`src/hw/rtl/gpalu_pkg.sv`:
```
// Package for the GF(2) polynomial ALU.
// Holds the transaction payload types, operation codes and the control/status
// structs shared by the top level and the engine. No dependencies.
`timescale 1ns / 1ps

package gpalu_pkg;

  localparam int unsigned OPND_W = 32;
  localparam int unsigned MAIN_W = 63;

  typedef logic [1:0]        op_code_t;
  typedef logic [OPND_W-1:0] opnd_t;
  typedef logic [MAIN_W-1:0] main_t;

  localparam op_code_t OP_MUL = 2'd0;
  localparam op_code_t OP_DIV = 2'd1;
  localparam op_code_t OP_GCD = 2'd2;

  typedef struct packed {
    op_code_t req_type;
    opnd_t    operand_a;
    opnd_t    operand_b;
  } req_t;

  typedef struct packed {
    main_t main_value;
    opnd_t remainder_value;
    logic  error_flag;
  } rsp_t;

  typedef struct packed {
    logic start;
    logic take;
  } eng_ctl_t;

  typedef struct packed {
    logic idle;
    logic done;
  } eng_sts_t;

endpackage

```
`src/hw/rtl/gpalu_engine.sv`:
```
// Sequencer plus shared shift/xor datapath for multiply, divide and gcd.
// One step per cycle; result held until the top level takes it.
// Depends on gpalu_pkg.
`timescale 1ns / 1ps

module gpalu_engine #(
  parameter int unsigned POLY_BITS = 32
) (
  input  logic              clk_i,
  input  logic              rst_ni,
  input  gpalu_pkg::eng_ctl_t ctl_i,
  input  gpalu_pkg::req_t   req_i,
  output gpalu_pkg::eng_sts_t sts_o,
  output gpalu_pkg::rsp_t   rsp_o
);

  localparam int unsigned PRODW = 2 * POLY_BITS - 1;
  localparam int unsigned KW    = $clog2(POLY_BITS);

  typedef enum logic [2:0] {
    ST_IDLE,
    ST_MUL,
    ST_NORM,
    ST_DIV,
    ST_DONE
  } state_e;

  state_e                 state_q;
  gpalu_pkg::op_code_t    op_q;
  logic [POLY_BITS-1:0]   x_q;
  logic [POLY_BITS-1:0]   dv_q;
  logic [POLY_BITS-1:0]   dsh_q;
  logic [POLY_BITS-1:0]   msk_q;
  logic [POLY_BITS-1:0]   quo_q;
  logic [KW-1:0]          k_q;
  logic [PRODW-1:0]       acc_q;
  logic [PRODW-1:0]       mpa_q;
  gpalu_pkg::rsp_t        rsp_q;

  logic [POLY_BITS-1:0]   a_in, b_in;
  logic                   hit;
  logic [POLY_BITS-1:0]   x_nxt;
  logic [POLY_BITS-1:0]   quo_nxt;

  assign a_in    = req_i.operand_a[POLY_BITS-1:0];
  assign b_in    = req_i.operand_b[POLY_BITS-1:0];
  assign hit     = |(x_q & msk_q);
  assign x_nxt   = hit ? (x_q ^ dsh_q) : x_q;
  assign quo_nxt = {quo_q[POLY_BITS-2:0], hit};

  always_ff @(posedge clk_i or negedge rst_ni) begin
    if (!rst_ni) begin
      state_q <= ST_IDLE;
      op_q    <= gpalu_pkg::OP_MUL;
      x_q     <= '0;
      dv_q    <= '0;
      dsh_q   <= '0;
      msk_q   <= '0;
      quo_q   <= '0;
      k_q     <= '0;
      acc_q   <= '0;
      mpa_q   <= '0;
      rsp_q   <= '0;
    end else begin
      case (state_q)
        ST_IDLE: begin
          if (ctl_i.start) begin
            op_q  <= req_i.req_type;
            x_q   <= a_in;
            dv_q  <= b_in;
            dsh_q <= b_in;
            k_q   <= '0;
            case (req_i.req_type)
              gpalu_pkg::OP_MUL: begin
                acc_q   <= '0;
                mpa_q   <= PRODW'(a_in);
                state_q <= ST_MUL;
              end
              gpalu_pkg::OP_DIV: begin
                if (b_in == '0) begin
                  rsp_q.error_flag <= 1'b1;
                  state_q          <= ST_DONE;
                end else begin
                  state_q <= ST_NORM;
                end
              end
              gpalu_pkg::OP_GCD: begin
                if (a_in == '0 && b_in == '0) begin
                  rsp_q.error_flag <= 1'b1;
                  state_q          <= ST_DONE;
                end else if (b_in == '0) begin
                  rsp_q.main_value <= gpalu_pkg::main_t'(a_in);
                  state_q          <= ST_DONE;
                end else begin
                  state_q <= ST_NORM;
                end
              end
              default: begin
                state_q <= ST_DONE;
              end
            endcase
          end
        end
        ST_MUL: begin
          if (dsh_q == '0) begin
            rsp_q.main_value <= gpalu_pkg::main_t'(acc_q);
            state_q          <= ST_DONE;
          end else begin
            if (dsh_q[0]) begin
              acc_q <= acc_q ^ mpa_q;
            end
            mpa_q <= {mpa_q[PRODW-2:0], 1'b0};
            dsh_q <= {1'b0, dsh_q[POLY_BITS-1:1]};
          end
        end
        ST_NORM: begin
          // align divisor so its leading term sits in the top bit
          if (dsh_q[POLY_BITS-1]) begin
            msk_q   <= {1'b1, {(POLY_BITS-1){1'b0}}};
            quo_q   <= '0;
            state_q <= ST_DIV;
          end else begin
            dsh_q <= {dsh_q[POLY_BITS-2:0], 1'b0};
            k_q   <= k_q + KW'(1);
          end
        end
        ST_DIV: begin
          quo_q <= quo_nxt;
          if (k_q == '0) begin
            if (op_q == gpalu_pkg::OP_GCD) begin
              if (x_nxt == '0) begin
                rsp_q.main_value <= gpalu_pkg::main_t'(dv_q);
                state_q          <= ST_DONE;
              end else begin
                x_q     <= dv_q;
                dv_q    <= x_nxt;
                dsh_q   <= x_nxt;
                state_q <= ST_NORM;
              end
            end else begin
              rsp_q.main_value      <= gpalu_pkg::main_t'(quo_nxt);
              rsp_q.remainder_value <= gpalu_pkg::opnd_t'(x_nxt);
              state_q               <= ST_DONE;
            end
          end else begin
            x_q   <= x_nxt;
            k_q   <= k_q - KW'(1);
            dsh_q <= {1'b0, dsh_q[POLY_BITS-1:1]};
            msk_q <= {1'b0, msk_q[POLY_BITS-1:1]};
          end
        end
        ST_DONE: begin
          if (ctl_i.take) begin
            rsp_q   <= '0;
            state_q <= ST_IDLE;
          end
        end
        default: begin
          state_q <= ST_IDLE;
        end
      endcase
    end
  end

  assign sts_o.idle = (state_q == ST_IDLE);
  assign sts_o.done = (state_q == ST_DONE);
  assign rsp_o      = rsp_q;

endmodule

```
`src/hw/rtl/gf2_polynomial_alu.sv`:
```
// GF(2) polynomial ALU: carry-less multiply, divide with remainder, gcd.
// Multiply steps once per multiplier bit up to its leading one; divide aligns the
// divisor, then steps once per quotient bit; gcd repeats the divide sequence once
// per Euclid round.
// One transaction in flight; next one accepted in the cycle after the result is handed to the output register.
// Reset: asynchronous, active low; engine returns to idle and the output is emptied.
`timescale 1ns / 1ps

module gf2_polynomial_alu #(
  parameter int unsigned POLY_BITS = 32
) (
  input  logic            clk_i,
  input  logic            rst_ni,
  input  logic            in_valid_i,
  output logic            in_stall_o,
  input  gpalu_pkg::req_t in_data_i,
  output logic            out_valid_o,
  input  logic            out_stall_i,
  output gpalu_pkg::rsp_t out_data_o
);

  gpalu_pkg::eng_ctl_t ctl;
  gpalu_pkg::eng_sts_t sts;
  gpalu_pkg::rsp_t     eng_rsp;
  logic                out_valid_q;
  gpalu_pkg::rsp_t     out_data_q;

  assign in_stall_o = ~sts.idle;
  assign ctl.start  = in_valid_i & sts.idle;
  assign ctl.take   = sts.done & (~out_valid_q | ~out_stall_i);

  gpalu_engine #(
    .POLY_BITS(POLY_BITS)
  ) u_engine (
    .clk_i (clk_i),
    .rst_ni(rst_ni),
    .ctl_i (ctl),
    .req_i (in_data_i),
    .sts_o (sts),
    .rsp_o (eng_rsp)
  );

  always_ff @(posedge clk_i or negedge rst_ni) begin
    if (!rst_ni) begin
      out_valid_q <= 1'b0;
      out_data_q  <= '0;
    end else if (ctl.take) begin
      out_valid_q <= 1'b1;
      out_data_q  <= eng_rsp;
    end else if (!out_stall_i) begin
      out_valid_q <= 1'b0;
    end
  end

  assign out_valid_o = out_valid_q;
  assign out_data_o  = out_data_q;

endmodule
```
`config.mk`:
```
export PLATFORM = sky130hd
export DESIGN_NAME = gf2_polynomial_alu
export DESIGN_NICKNAME = d
export VERILOG_FILES = /design/src/hw/rtl/gpalu_pkg.sv /design/src/hw/rtl/gpalu_engine.sv /design/src/hw/rtl/gf2_polynomial_alu.sv
export SDC_FILE = /design/constraint.sdc
export NUM_CORES = 1
export LEC_CHECK = 0
export ABC_AREA = 1
export ABC_CLOCK_PERIOD_IN_PS = 3600
export BUFFER_PORTS_ARGS = -buffer_cell sky130_fd_sc_hd__buf_4
export CAP_MARGIN = 20
export CORE_ASPECT_RATIO = 0.7
export CORE_UTILIZATION = 40
export DETAILED_ROUTE_END_ITERATION = 16
export PLACE_DENSITY = 0.62
export SLEW_MARGIN = 30
export SYNTH_ARGS = -nofsm -noshare
export SYNTH_HDL_FRONTEND = slang
export SYNTH_SLANG_ARGS = --single-unit
```
`constraint.sdc`:
```
create_clock -name clk_i -period 3.6 [get_ports clk_i]
set_clock_uncertainty 0.2 [all_clocks]
set_input_delay 0.18 -clock clk_i [delete_from_list [all_inputs] [get_ports clk_i]]
set_output_delay 0.18 -clock clk_i [all_outputs]
set_load 0.03 [all_outputs]
```
Yosys cells after proc, flatten, opt, wreduce, memory -nomap -nowiden

Cells that the tools add are included.

Bitwise operators: 9
Add/sub/neg operators: 2
Mux-type cells: 63
Equal/unequal tests: 30
Reduce and logical (&&, ||, !) cells: 31

Operator list:

| cell               | count |
|---|---|
| $mux 63            | 14 |
| $mux 32            | 15 |
| $pmux 32 s2        | 4 |
| $pmux 63 s2        | 2 |
| $pmux 63 s4        | 1 |
| $logic_not 32->1   | 4 |
| $pmux 32 s4        | 1 |
| $mux 96            | 1 |
| $mux 95            | 1 |
| $xor 63x63->63     | 1 |
| $pmux 31 s2        | 1 |
| $and 32x32->32     | 1 |
| $reduce_or 32->1   | 1 |
| $xor 32x32->32     | 1 |
| $mux 31            | 1 |
| $mux 3             | 9 |
| $reduce_and 5->1   | 4 |
| $ne 2x1->1 const B | 9 |
| $ne 2x2->1 const B | 8 |
| $reduce_and 4->1   | 4 |
| $mux 5             | 3 |
| $pmux 3 s5         | 1 |
| $pmux 5 s3         | 1 |
| $reduce_and 6->1   | 2 |
| other kinds (26)   | 45 |

Output and inout port bits: 98
Register bits: 488

Longest topological paths before layout

Gate-level depths: netlist (run 1).

Word-level depth: 8
Depth in mapped cells: 21
Gate-level depth less buffers: 18

By module

A second synthesis (run 1) with hierarchy kept.

Cells, all modules: 3060
Area, all modules: 24389.6 µm²

By module, submodules not included:

| module             | seq. area each (µm²) | area each (µm²) | cells an instance | instances |
|---|---|---|---|---|
| gpalu_engine       | 9784.4               | 20534.7         | 2637              | 1 |
| gf2_polynomial_alu | 2427.3               | 3854.9          | 423               | 1 |

Worst setup path after synthesis (run 1)

Ideal clock, no wire load.

Kind: register to register
From: reg u_engine.state_q[2]
To: reg u_engine.k_q[4]
Required time: 3.254 ns
Period minus slack after synthesis: 2.633 ns
Slack: 0.967 ns
Stages on the path, launching flop included: 12
Arrival: 2.287 ns
Path buffers: 2
Cell sequence: dfrtp_1 -> nor2_1 -> inv_1 -> nor2_1 -> buf_2 -> clkbuf_1 -> ha_1 -> nand2_1 -> nand2_1 -> a21oi_1 -> xor2_1 -> o22ai_1

Cells in the longest elaborated chain, start to end: 4
Elaborated cells on any way between the ends: 10
Classes of those cells: eq/ne (5); mux (1); bitwise (1); reduce/logical (3)

RTL lines:

| item                              | RTL line                                | RTL |
|---|---|---|
| start, declared                   | gpalu_engine.sv:28                      | `state_e state_q;` |
| start signal, assigned            | gpalu_engine.sv:53                      | `state_q <= ST_IDLE;` |
| start signal, assigned            | gpalu_engine.sv:77                      | `state_q <= ST_MUL;` |
| start signal, assigned            | gpalu_engine.sv:82                      | `state_q <= ST_DONE;` |
| $logic_not 3->1                   | gpalu_engine.sv:65, gpalu_engine.sv:165 |  |
| $and 1x1->1                       | gf2_polynomial_alu.sv:29                | `assign ctl.start = in_valid_i & sts.idle;` |
| $ne 2x2->1 (no source line)       | n/a                                     |  |
| $reduce_and 4->1 (no source line) | n/a                                     |  |
| end signal, assigned              | gpalu_engine.sv:124                     | `k_q <= k_q + KW'(1);` |
| end signal, assigned              | gpalu_engine.sv:147                     | `k_q <= k_q - KW'(1);` |
| end, declared                     | gpalu_engine.sv:35                      | `logic [KW-1:0] k_q;` |

Several ways; a longest one is shown, not always the timed one.
A chain may end at the register's enable or synchronous reset.

Final worst setup path (run 1)

From: reg u_engine.x_q[17]
To: reg u_engine.rsp_q, in the netlist u_engine.rsp_o[34]

Cells in the longest elaborated chain, start to end: 6
Elaborated cells on any way between the ends: 7
Classes of those cells: eq/ne (1); mux (1); bitwise (2); reduce/logical (3)

RTL lines:

| item                                  | RTL line            | RTL |
|---|---|---|
| start, declared                       | gpalu_engine.sv:30  | `logic [POLY_BITS-1:0] x_q;` |
| start signal, assigned                | gpalu_engine.sv:69  | `x_q <= a_in;` |
| start signal, assigned                | gpalu_engine.sv:135 | `x_q <= dv_q;` |
| start signal, assigned                | gpalu_engine.sv:146 | `x_q <= x_nxt;` |
| $and 32x32->32                        | gpalu_engine.sv:47  | `assign hit = \|(x_q & msk_q);` |
| $reduce_or 32->1                      | gpalu_engine.sv:47  |  |
| $mux 32 (*)                           | gpalu_engine.sv:48  | `assign x_nxt = hit ? (x_q ^ dsh_q) : x_q;` |
| $logic_not 32->1 (*)                  | gpalu_engine.sv:131 | `if (x_nxt == '0) begin` |
| $ne 3x3->1 (no source line) (*)       | n/a                 |  |
| $reduce_and 9->1 (no source line) (*) | n/a                 |  |
| end, declared                         | gpalu_engine.sv:38  | `gpalu_pkg::rsp_t rsp_q;` |

Mark *: on every way between the ends. The rest lies on a longest branch, timed or not.

==> flow_metrics.env, run 1 <==
export IMPL_outcome="completed"
export IMPL_fp_dieH_um=204
export IMPL_postCtsSetupRepairBufs=0
export IMPL_max_cap_viol_count=0
export IMPL_grt_start_max_net_pins=127
export IMPL_ant_nets=0
export IMPL_start_kind="flop"
export IMPL_cts_inserted_buffers=49
export IMPL_layout_commonest_cell="nand2_1"
export IMPL_clock_sinks=488
export IMPL_crit_fanout=63
export IMPL_ioPinCount=168
export IMPL_antennaDiodeCount=0
export IMPL_critPathBufInv=2
export IMPL_track_usage=0.248
export IMPL_arrival_ns=3.48
export IMPL_drc=0
export IMPL_avgSynthCellArea_um2=8.28
export IMPL_crit_path_cell_trace="nand2_1 -> nand2_1 -> nor2_1 -> nand2_1 -> nor2_2 -> nand2_1 -> buf_4 -> o21ai_1 -> nand2_1 -> nor2_1 -> nand2_1 -> nor2_2 -> nand2_1 -> nand3_2 -> nand2_2 -> buf_12 -> nand2_1 -> nand2_1"
export IMPL_overflow=0
export IMPL_die_area_mm2=0.0592
export IMPL_postSynthCellCount=2812
export IMPL_hpwl_um=50200
export IMPL_fmax_ghz=0.312
export IMPL_ir_drop_mv=0.527
export IMPL_hold_path_class="in2async"
export IMPL_start_util=0.407
export IMPL_gp_congestion=0.920
export IMPL_grt_pass1_vias=20000
export IMPL_clock_path_buffers=3
export IMPL_endpoint_kind="flop"
export IMPL_leakage_nw=13.3
export IMPL_path_class="reg2reg"
export IMPL_syn_to_final_growth_pct=20.2
export IMPL_timing_final_crit_share=0.889
export IMPL_slew_violations=0
export IMPL_wirelength_um=73100
export IMPL_cts_tree="yes"
export IMPL_rsz0062_at_grt="no"
export IMPL_h_tree_depth=2
export IMPL_hold_viol=0
export IMPL_critPathMaxStageDelay_ns=0.45
export IMPL_cp_required_ns=3.88
export IMPL_design_core_area_mm2=0.0572
export IMPL_most_common_layout_cells="830 x nand2_1, 488 x dfrtp_1, 288 x o21ai_0"
export IMPL_seq_area_frac_synth=0.524
export IMPL_period_minus_slack_ns=3.20
export IMPL_clk_pin_slew_ns=0.06
export IMPL_clockRootBuffer="clkbuf_16"
export IMPL_power_per_cell_area_mw_per_mm2=952
export IMPL_synth_seq_cells=488
export IMPL_syn_nets=2886
export IMPL_wl_per_cell_um=19.2
export IMPL_synth_area_mm2=0.0233
export IMPL_via_per_inst=5.48
export IMPL_tightest_slew_ns=0.933
export IMPL_layout_drive_gt1_share=0.120
export IMPL_layout_nets=3083
export IMPL_grt_first_pass_wirelength_um=116000
export IMPL_setup_viol_count_final=0
export IMPL_num_rows=73
export IMPL_hold_slack_ns=0.00170
export IMPL_antenna_found_initial=0
export IMPL_dr_total_vias=20800
export IMPL_critPathMostFrequentCell="nand2_1"
export IMPL_drtPass1Iterations=6
export IMPL_fp_dieW_um=290
export IMPL_slew_headroom=0.374
export IMPL_yosysUniqueCellTypes=39
export IMPL_clk_latency_ns=0.61
export IMPL_drt_iter0_drc=1977
export IMPL_port_buffers=167
export IMPL_totalNegativeSetupSlack_ns=0
export IMPL_synth_warnings=0
export IMPL_critPathSlowestCell="dfrtp_1"
export IMPL_cp_top_family="simple AND/OR/NAND/NOR gates"
repair_timing:
| action | CTS | global route |
|---|---|---|
| resized for setup | 0 | 2 |
| endpoints found under the hold margin | 312 | 0 |
| setup endpoints to repair | 0 | 18 |
| hold buffers | 70 | 0 |
flip-flops by register name (all words and copies together) (netlist names):
register / cells
u_engine.acc_q: 63
u_engine.rsp_o: 96
u_engine.dv_q: 32
u_engine.msk_q: 32
out_valid_o: 1
u_engine.mpa_q: 63
u_engine.quo_q: 31
u_engine.dsh_q: 32
out_data_o: 96
u_engine.k_q: 5
u_engine.state_q: 3
u_engine.op_q: 2
u_engine.x_q: 32
Yosys cell counts:
| master | count | share of area |
|---|---|---|
| nand2_1 | 832 | 0.13 |
| dfrtp_1 | 488 | 0.52 |
| o21ai_0 | 288 | 0.062 |
| inv_1 | 261 | 0.042 |
| nand3_1 | 137 | 0.029 |
| clkbuf_1 | 127 | 0.020 |
| o22ai_1 | 125 | 0.034 |
| nor2_1 | 105 | 0.017 |
| o211ai_1 | 67 | 0.022 |
| nor3_1 | 66 | 0.014 |
| nor3b_1 | 63 | 0.020 |
| o221ai_1 | 42 | 0.016 |
| xnor2_1 | 34 | 0.013 |
| buf_2 | 30 | 0.0064 |
| a221oi_1 | 27 | 0.010 |
| nand3b_1 | 27 | 0.0087 |
| nor4_1 | 23 | 0.0062 |
| buf_4 | 13 | 0.0042 |
| buf_1 | 11 | 0.0018 |
| a21oi_1 | 9 | 0.0019 |
| nand4_1 | 5 | 0.0013 |
| buf_6 | 3 | 0.0015 |
| ha_1 | 3 | 0.0016 |
| nand2_2 | 3 | 0.00081 |
| nand2_4 | 3 | 0.0015 |
| o21ai_1 | 3 | 0.00064 |
| inv_2 | 2 | 0.00032 |
| nor2_2 | 2 | 0.00054 |
| o311ai_0 | 2 | 0.00075 |
| xor2_1 | 2 | 0.00075 |
| a211oi_1 | 1 | 0.00032 |
| clkinv_1 | 1 | 0.00016 |
| fa_1 | 1 | 0.00086 |
| mux2i_1 | 1 | 0.00043 |
| nand3_2 | 1 | 0.00043 |
| nor3_2 | 1 | 0.00043 |
| o21a_1 | 1 | 0.00032 |
| o31ai_1 | 1 | 0.00032 |
| or2_1 | 1 | 0.00027 |
cells by family (layout without fill, tap and decap cells):
group,after synthesis,count (layout),share of synthesized area
and+or+nand+nor,1269,1269,0.235
adders and majority gates,4,4,0.00247
DFF,488,488,0.524
muxes,1,1,0.000430
AOI/OAI and AO/OA,566,566,0.147
buffers and inverters,448,684,0.0769
xor gates and xnor gates,36,36,0.0135
where the power goes:
part / internal (mW) / switching, mW
clock: 3.12 / 2.21
combinational: 4.10 / 8.35
sequential: 7.55 / 1.34
total: 14.8 / 11.9
cell type report:
type / instances / area [µm²]
clock buffers: 77 / 1520
inverters: 264 / 993
clock inverters: 13 / 149
well taps: 750 / 938
flip-flops and latches: 488 / 12200
repair buffers: 330 / 2840
multi-input cells: 1876 / 9340
fillers: 5501 / 29200
routing by layer:
metal | vias to the layer above | GRT usage | part of all wire
li1 | 9792 | - | -
met1 | 10200 | 0.370 | 0.48
met2 | 719 | 0.375 | 0.44
met3 | 112 | 0.0388 | 0.063
met4 | 0 | 0.0641 | 0.021
met5 | - | 0 | 0
path summary, 6_finish.rpt:
kind	from	end	slack, ns	cells past startpoint
min	rst_ni	out_data_o[17]	0.002	2
min reg2reg	u_engine.rsp_o[67]	u_engine.rsp_o[67]	0.27	2
min in group clk_i	in_data_i[32]	u_engine.mpa_q[0]	0.22	4
max in group asynchronous	rst_ni	u_engine.mpa_q[15]	2.13	3
max	u_engine.x_q[17]	u_engine.rsp_o[34]	0.40	18
max reg2reg	u_engine.x_q[17]	u_engine.rsp_o[34]	0.40	18
metrics by stage:
stage	total power, mW	worst slack [ns]	instance area, µm²	cells	util
2_1_floorplan	16.4	0.967	23300	2812	-
3_3_place_gp	20.9	0.363	25600	3637	0.448
3_5_place_dp	21.2	0.398	25600	3637	0.448
4_1_cts	26.7	0.371	28000	3797	0.489
5_1_grt	28.5	0.0205	28000	3798	0.490
6_report	26.7	0.398	28000	3798	0.490
(Power assumes the default switching activity.)
==> run 2, diff against run 1 <==
CTS_BUF_LIST = sky130_fd_sc_hd__clkbuf_4   (was not set)
==> flow_metrics.env, run 2 (same netlist as run 1, synthesis figures left out) <==
export IMPL_setup_viol_count_final=0
export IMPL_antenna_found_initial=3
export IMPL_slew_violations=0
export IMPL_grt_met2_usage=0.388
export IMPL_totalNegativeSetupSlack_ns=0
export IMPL_total_power_mw=25.9
export IMPL_comb_power_share=0.485
export IMPL_arrival_ns=3.77
export IMPL_clock_path_buffers=3
export IMPL_design_area_mm2=0.0285
export IMPL_cp_required_ns=4.14
export IMPL_start_util=0.407
export IMPL_critPathLaunch="u_engine.x_q[24]"
export IMPL_start_kind="flop"
export IMPL_layout_drive_gt1_share=0.145
export IMPL_r2r_slack_ns=0.37
export IMPL_grt_first_pass_wirelength_um=119000
export IMPL_reg2reg_from="u_engine.x_q[24]"
export IMPL_timing_final_crit_share=0.897
export IMPL_ioPinCount=168
export IMPL_postCtsSetupRepairBufs=0
export IMPL_p_sw_mw=12.0
export IMPL_clk_pin_slew_ns=0.07
export IMPL_grt_pass1_vias=20900
export IMPL_pwr_share_clk=0.172
export IMPL_via_per_inst=5.42
export IMPL_layout_commonest_cell="nand2_1"
export IMPL_cts_tree="yes"
export IMPL_clock_sinks=488
export IMPL_cts_inserted_buffers=119
export IMPL_design_core_area_mm2=0.0572
export IMPL_grt_met3_usage=0.0540
export IMPL_outcome="completed"
export IMPL_hold_viol=0
export IMPL_ir_drop_mv=0.579
export IMPL_period_minus_slack_ns=3.23
export IMPL_hpwl_um=50200
export IMPL_syn_to_final_growth_pct=22.4
export IMPL_layout_nets=3226
export IMPL_min_to="u_engine.dv_q[30]"
export IMPL_port_buffers=167
export IMPL_dr_total_vias=21600
export IMPL_hp_start="in_data_i[30]"
export IMPL_clockRootBuffer="clkbuf_4"
export IMPL_crit_fanout=63
export IMPL_dpl_cell_area_mm2=0.0256
export IMPL_grt_start_max_net_pins=127
export IMPL_internal_power_mw=13.9
export IMPL_track_usage=0.257
export IMPL_hold_depth=6
export IMPL_most_common_layout_cells="830 x nand2_1, 488 x dfrtp_1, 288 x o21ai_0"
export IMPL_h_tree_depth=3
export IMPL_hold_slack_ns=0.0688
export IMPL_busiest_layer="met2"
export IMPL_drt_iter0_drc=2080
export IMPL_wirelength_um=75800
export IMPL_num_rows=73
export IMPL_rsz0062_at_grt="no"
export IMPL_slew_headroom=0.434
export IMPL_p_seq_frac=0.343
export IMPL_fillers=5561
export IMPL_wl_per_cell_um=19.0
export IMPL_drc=0
export IMPL_worstReg2RegEnd="u_engine.rsp_o[34]"
export IMPL_endpoint_kind="flop"
export IMPL_drtPass1Iterations=6
export IMPL_hold_path_class="in2reg"
export IMPL_fmax_ghz=0.310
export IMPL_overflow=0
export IMPL_power_per_cell_area_mw_per_mm2=909
export IMPL_tightest_slew_ns=0.841
export IMPL_leakage_nw=13.7
export IMPL_r2r_cells=18
export IMPL_fp_dieH_um=204
export IMPL_path_class="reg2reg"
export IMPL_clk_latency_ns=0.92
export IMPL_gp_congestion=0.920
export IMPL_grtUsageMet1=0.374
export IMPL_swShare=0.464
export IMPL_die_area_mm2=0.0592
export IMPL_max_cap_viol_count=0
export IMPL_final_core_util=0.499
export IMPL_fp_dieW_um=290
export IMPL_ant_nets=0
[run 2: changes by cell type in the layout (fill, tap and decap cells not counted), sizes merged]
| cell | previous run | this run |
|---|---|---|
| bufinv | 3 | 0 |
| clkinvlp | 2 | 1 |
| inv | 263 | 267 |
| buf | 259 | 260 |
| diode | 0 | 3 |
| clkinv | 9 | 27 |
| dlygate4sd3 | 70 | 142 |
| clkbuf | 78 | 175 |
[run 2: layout make-up]
class / count / area (µm²) / share of cell area
sequential: 488 / 12200 / 0.428
multi-input combinational: 1876 / 9340 / 0.328
timing repair buffer: 403 / 3590 / 0.126
clock buffer: 174 / 1310 / 0.0458
inverter: 264 / 993 / 0.0348
tap: 750 / 938 / 0.0329
clock inverter: 31 / 126 / 0.00443
antenna: 3 / 7.51 / 0.000263
[run 2: stage by stage]
step                std cells  setup slack [ns]
finish                   3989             0.369
global route             3989            0.0287
CTS                      3985             0.365
detailed placement       3637             0.398
global placement         3637             0.363
floorplan                2812             0.967
[run 2: worst max-delay path by stage]
stage                                endpoint  slack, ns  depth (start not counted)
after floorplan               u_engine.k_q[4]       0.97                         11
after global placement    u_engine.state_q[1]       0.36                         18
after detailed placement   u_engine.rsp_o[55]       0.40                         17
after CTS                  u_engine.rsp_o[55]       0.36                         17
after global routing       u_engine.rsp_o[35]       0.03                         18
final                      u_engine.rsp_o[34]       0.37                         18
[run 2: power groups by stage]
stage	Clock (mW)	Combinational, mW	Sequential (mW)
after floorplan	0	7.09	9.36
after global placement	0	12.0	8.91
after global routing	4.86	13.8	9.10
after detailed placement	0	12.2	8.95
after CTS	4.57	12.4	8.86
final	4.45	12.6	8.89
[run 2: what timing repair did]
action,4_1_cts,5_1_grt
resized for setup,0,2
setup endpoints to repair,0,12
hold buffers,143,0
hold endpoints to repair,764,0
[run 2: worst max-delay path, cell delays in order (launching register included)]
cell and delay [ns]:
dfrtp_1 0.45, nand2_1 0.10, nand2_1 0.06, nor2_1 0.12, nand2_1 0.09, nor2_2 0.21
buf_4 0.30, nand3b_1 0.10, nand2_1 0.15, nand2_1 0.07, nor2_1 0.19, nand2_1 0.07
nor2_1 0.14, nand2_1 0.11, nand3_2 0.18, nand2_2 0.09, buf_12 0.20, nand2_1 0.11
nand2_1 0.05
[run 2: metal layers]
metal / wire length, µm / share of wire
met5: 13 / 0.00017
met4: 1480 / 0.019
met3: 5590 / 0.074
met2: 33100 / 0.44
met1: 35600 / 0.47
==> run 3, diff against run 2 <==
RECOVER_POWER = 50   (was not set)
==> flow_metrics.env, run 3 (same netlist as run 1, synthesis figures left out) <==
export IMPL_power_per_cell_area_mw_per_mm2=911
export IMPL_ant_nets=0
export IMPL_setup_viol_count_final=0
export IMPL_overflow=0
export IMPL_clock_path_buffers=3
export IMPL_layout_drive_gt1_share=0.128
export IMPL_syn_to_final_growth_pct=21.2
export IMPL_slew_violations=457
export IMPL_wl_met3_um=5470
export IMPL_fmax_ghz=0.309
export IMPL_clk_pin_slew_ns=0.07
export IMPL_hpwl_um=50200
export IMPL_max_cap_viol_count=8
export IMPL_drtPass1Iterations=5
export IMPL_gp_congestion=0.920
export IMPL_dr_max_layer_used="met5"
export IMPL_drt_iter0_drc=2016
export IMPL_hold_path_class="in2reg"
export IMPL_hold_slack_ns=0.0628
export IMPL_cp_required_ns=4.15
export IMPL_period_minus_slack_ns=3.23
export IMPL_slew_headroom=-0.500
export IMPL_antenna_found_initial=3
export IMPL_leakage_nw=13.4
export IMPL_cts_inserted_buffers=119
export IMPL_path_class="reg2reg"
export IMPL_grt_first_pass_wirelength_um=119000
export IMPL_layout_nets=3226
export IMPL_fillers=5629
export IMPL_design_core_area_mm2=0.0572
export IMPL_rsz0062_at_grt="no"
export IMPL_violations="capacitance limit, slew limit"
export IMPL_via_per_inst=5.39
export IMPL_routed_wl_met2_um=33000
export IMPL_cts_tree="yes"
export IMPL_most_common_layout_cells="830 x nand2_1, 488 x dfrtp_1, 288 x o21ai_0"
export IMPL_tightest_slew_ns=2.25
export IMPL_design_area_mm2=0.0282
export IMPL_wirelength_um=75700
export IMPL_outcome="complete, but fails checks"
export IMPL_wl_per_cell_um=19.0
export IMPL_num_rows=73
export IMPL_totalNegativeSetupSlack_ns=0
export IMPL_wl_met1_um=35600
export IMPL_fp_dieH_um=204
export IMPL_ir_drop_mv=0.579
export IMPL_clock_sinks=488
export IMPL_postCtsSetupRepairBufs=0
export IMPL_clockRootBuffer="clkbuf_4"
export IMPL_dr_total_vias=21500
export IMPL_timing_final_crit_share=0.898
export IMPL_grt_pass1_vias=20900
export IMPL_grt_start_max_net_pins=127
export IMPL_start_util=0.407
export IMPL_r2r_slack_ns=0.37
export IMPL_layout_commonest_cell="nand2_1"
export IMPL_port_buffers=167
export IMPL_h_tree_depth=3
export IMPL_die_area_mm2=0.0592
export IMPL_dpl_cell_area_mm2=0.0256
export IMPL_endpoint_kind="flop"
export IMPL_clk_latency_ns=0.92
export IMPL_drc=0
export IMPL_ioPinCount=168
export IMPL_crit_fanout=63
export IMPL_start_kind="flop"
export IMPL_hold_viol=0
export IMPL_total_power_mw=25.7
export IMPL_fp_dieW_um=290
export IMPL_track_usage=0.257
export IMPL_arrival_ns=3.78
[run 3: where the power goes]
group          total, mW  internal, mW  leakage (nW)  switching [mW]
combinational       12.4          3.97          6.10            8.39
sequential          8.89          7.54          6.45            1.34
clock               4.46          2.19         0.861            2.26
[run 3: worst max-delay path, cell delays in order (launching register included)]
cell,delay [ns]
dfrtp_1,0.46
nand2_1,0.11
nand2_1,0.05
nor2_1,0.10
nand2_1,0.15
nor2_2,0.22
nand2_1,0.09
buf_4,0.23
o21ai_1,0.29
nand2_1,0.08
nor2_1,0.10
nand2_1,0.11
nor2_2,0.11
nand2_1,0.10
nand3_2,0.17
nand2_2,0.09
buf_12,0.20
nand2_1,0.11
nand2_1,0.05
[run 3: cell type report]
class	instances	area [µm²]	area share
diodes	3	7.51	0.000266
clock buffers	174	1310	0.0463
clock inverters	31	126	0.00448
inverters	264	993	0.0352
multi-input cells	1876	9340	0.331
flip-flops and latches	488	12200	0.433
well taps	750	938	0.0332
repair buffers	403	3300	0.117
[run 3: timing repair]
| item | in CTS | in global routing |
|---|---|---|
| hold endpoints to repair | 764 | 0 |
| gates resized for setup | 0 | 2 |
| hold buffers | 143 | 0 |
| setup endpoints to repair | 0 | 12 |
[run 3: worst paths after layout]
kind / startpoint / to / cells past startpoint
max: u_engine.x_q[3] / u_engine.rsp_o[34] / 18
min: in_data_i[63] / u_engine.x_q[31] / 6
max reg2reg: u_engine.x_q[3] / u_engine.rsp_o[34] / 18
min reg2reg: u_engine.rsp_o[34] / out_data_o[34] / 2
max in group asynchronous: rst_ni / u_engine.rsp_o[48] / 4
min in group asynchronous: rst_ni / u_engine.dsh_q[3] / 4
[run 3: stage by stage]
stage	setup slack, ns	util	std cells
global placement	0.363	0.448	3637
global route	0.0287	0.494	3989
floorplan	0.967	-	2812
finish	0.367	0.494	3989
detailed placement	0.398	0.448	3637
CTS	0.365	0.498	3985
[run 3: routing by layer]
layer | vias up | track usage
met5 | - | 0
met4 | 2 | 0.0709
met3 | 121 | 0.0540
met2 | 765 | 0.388
met1 | 10400 | 0.374
li1 | 10100 | -
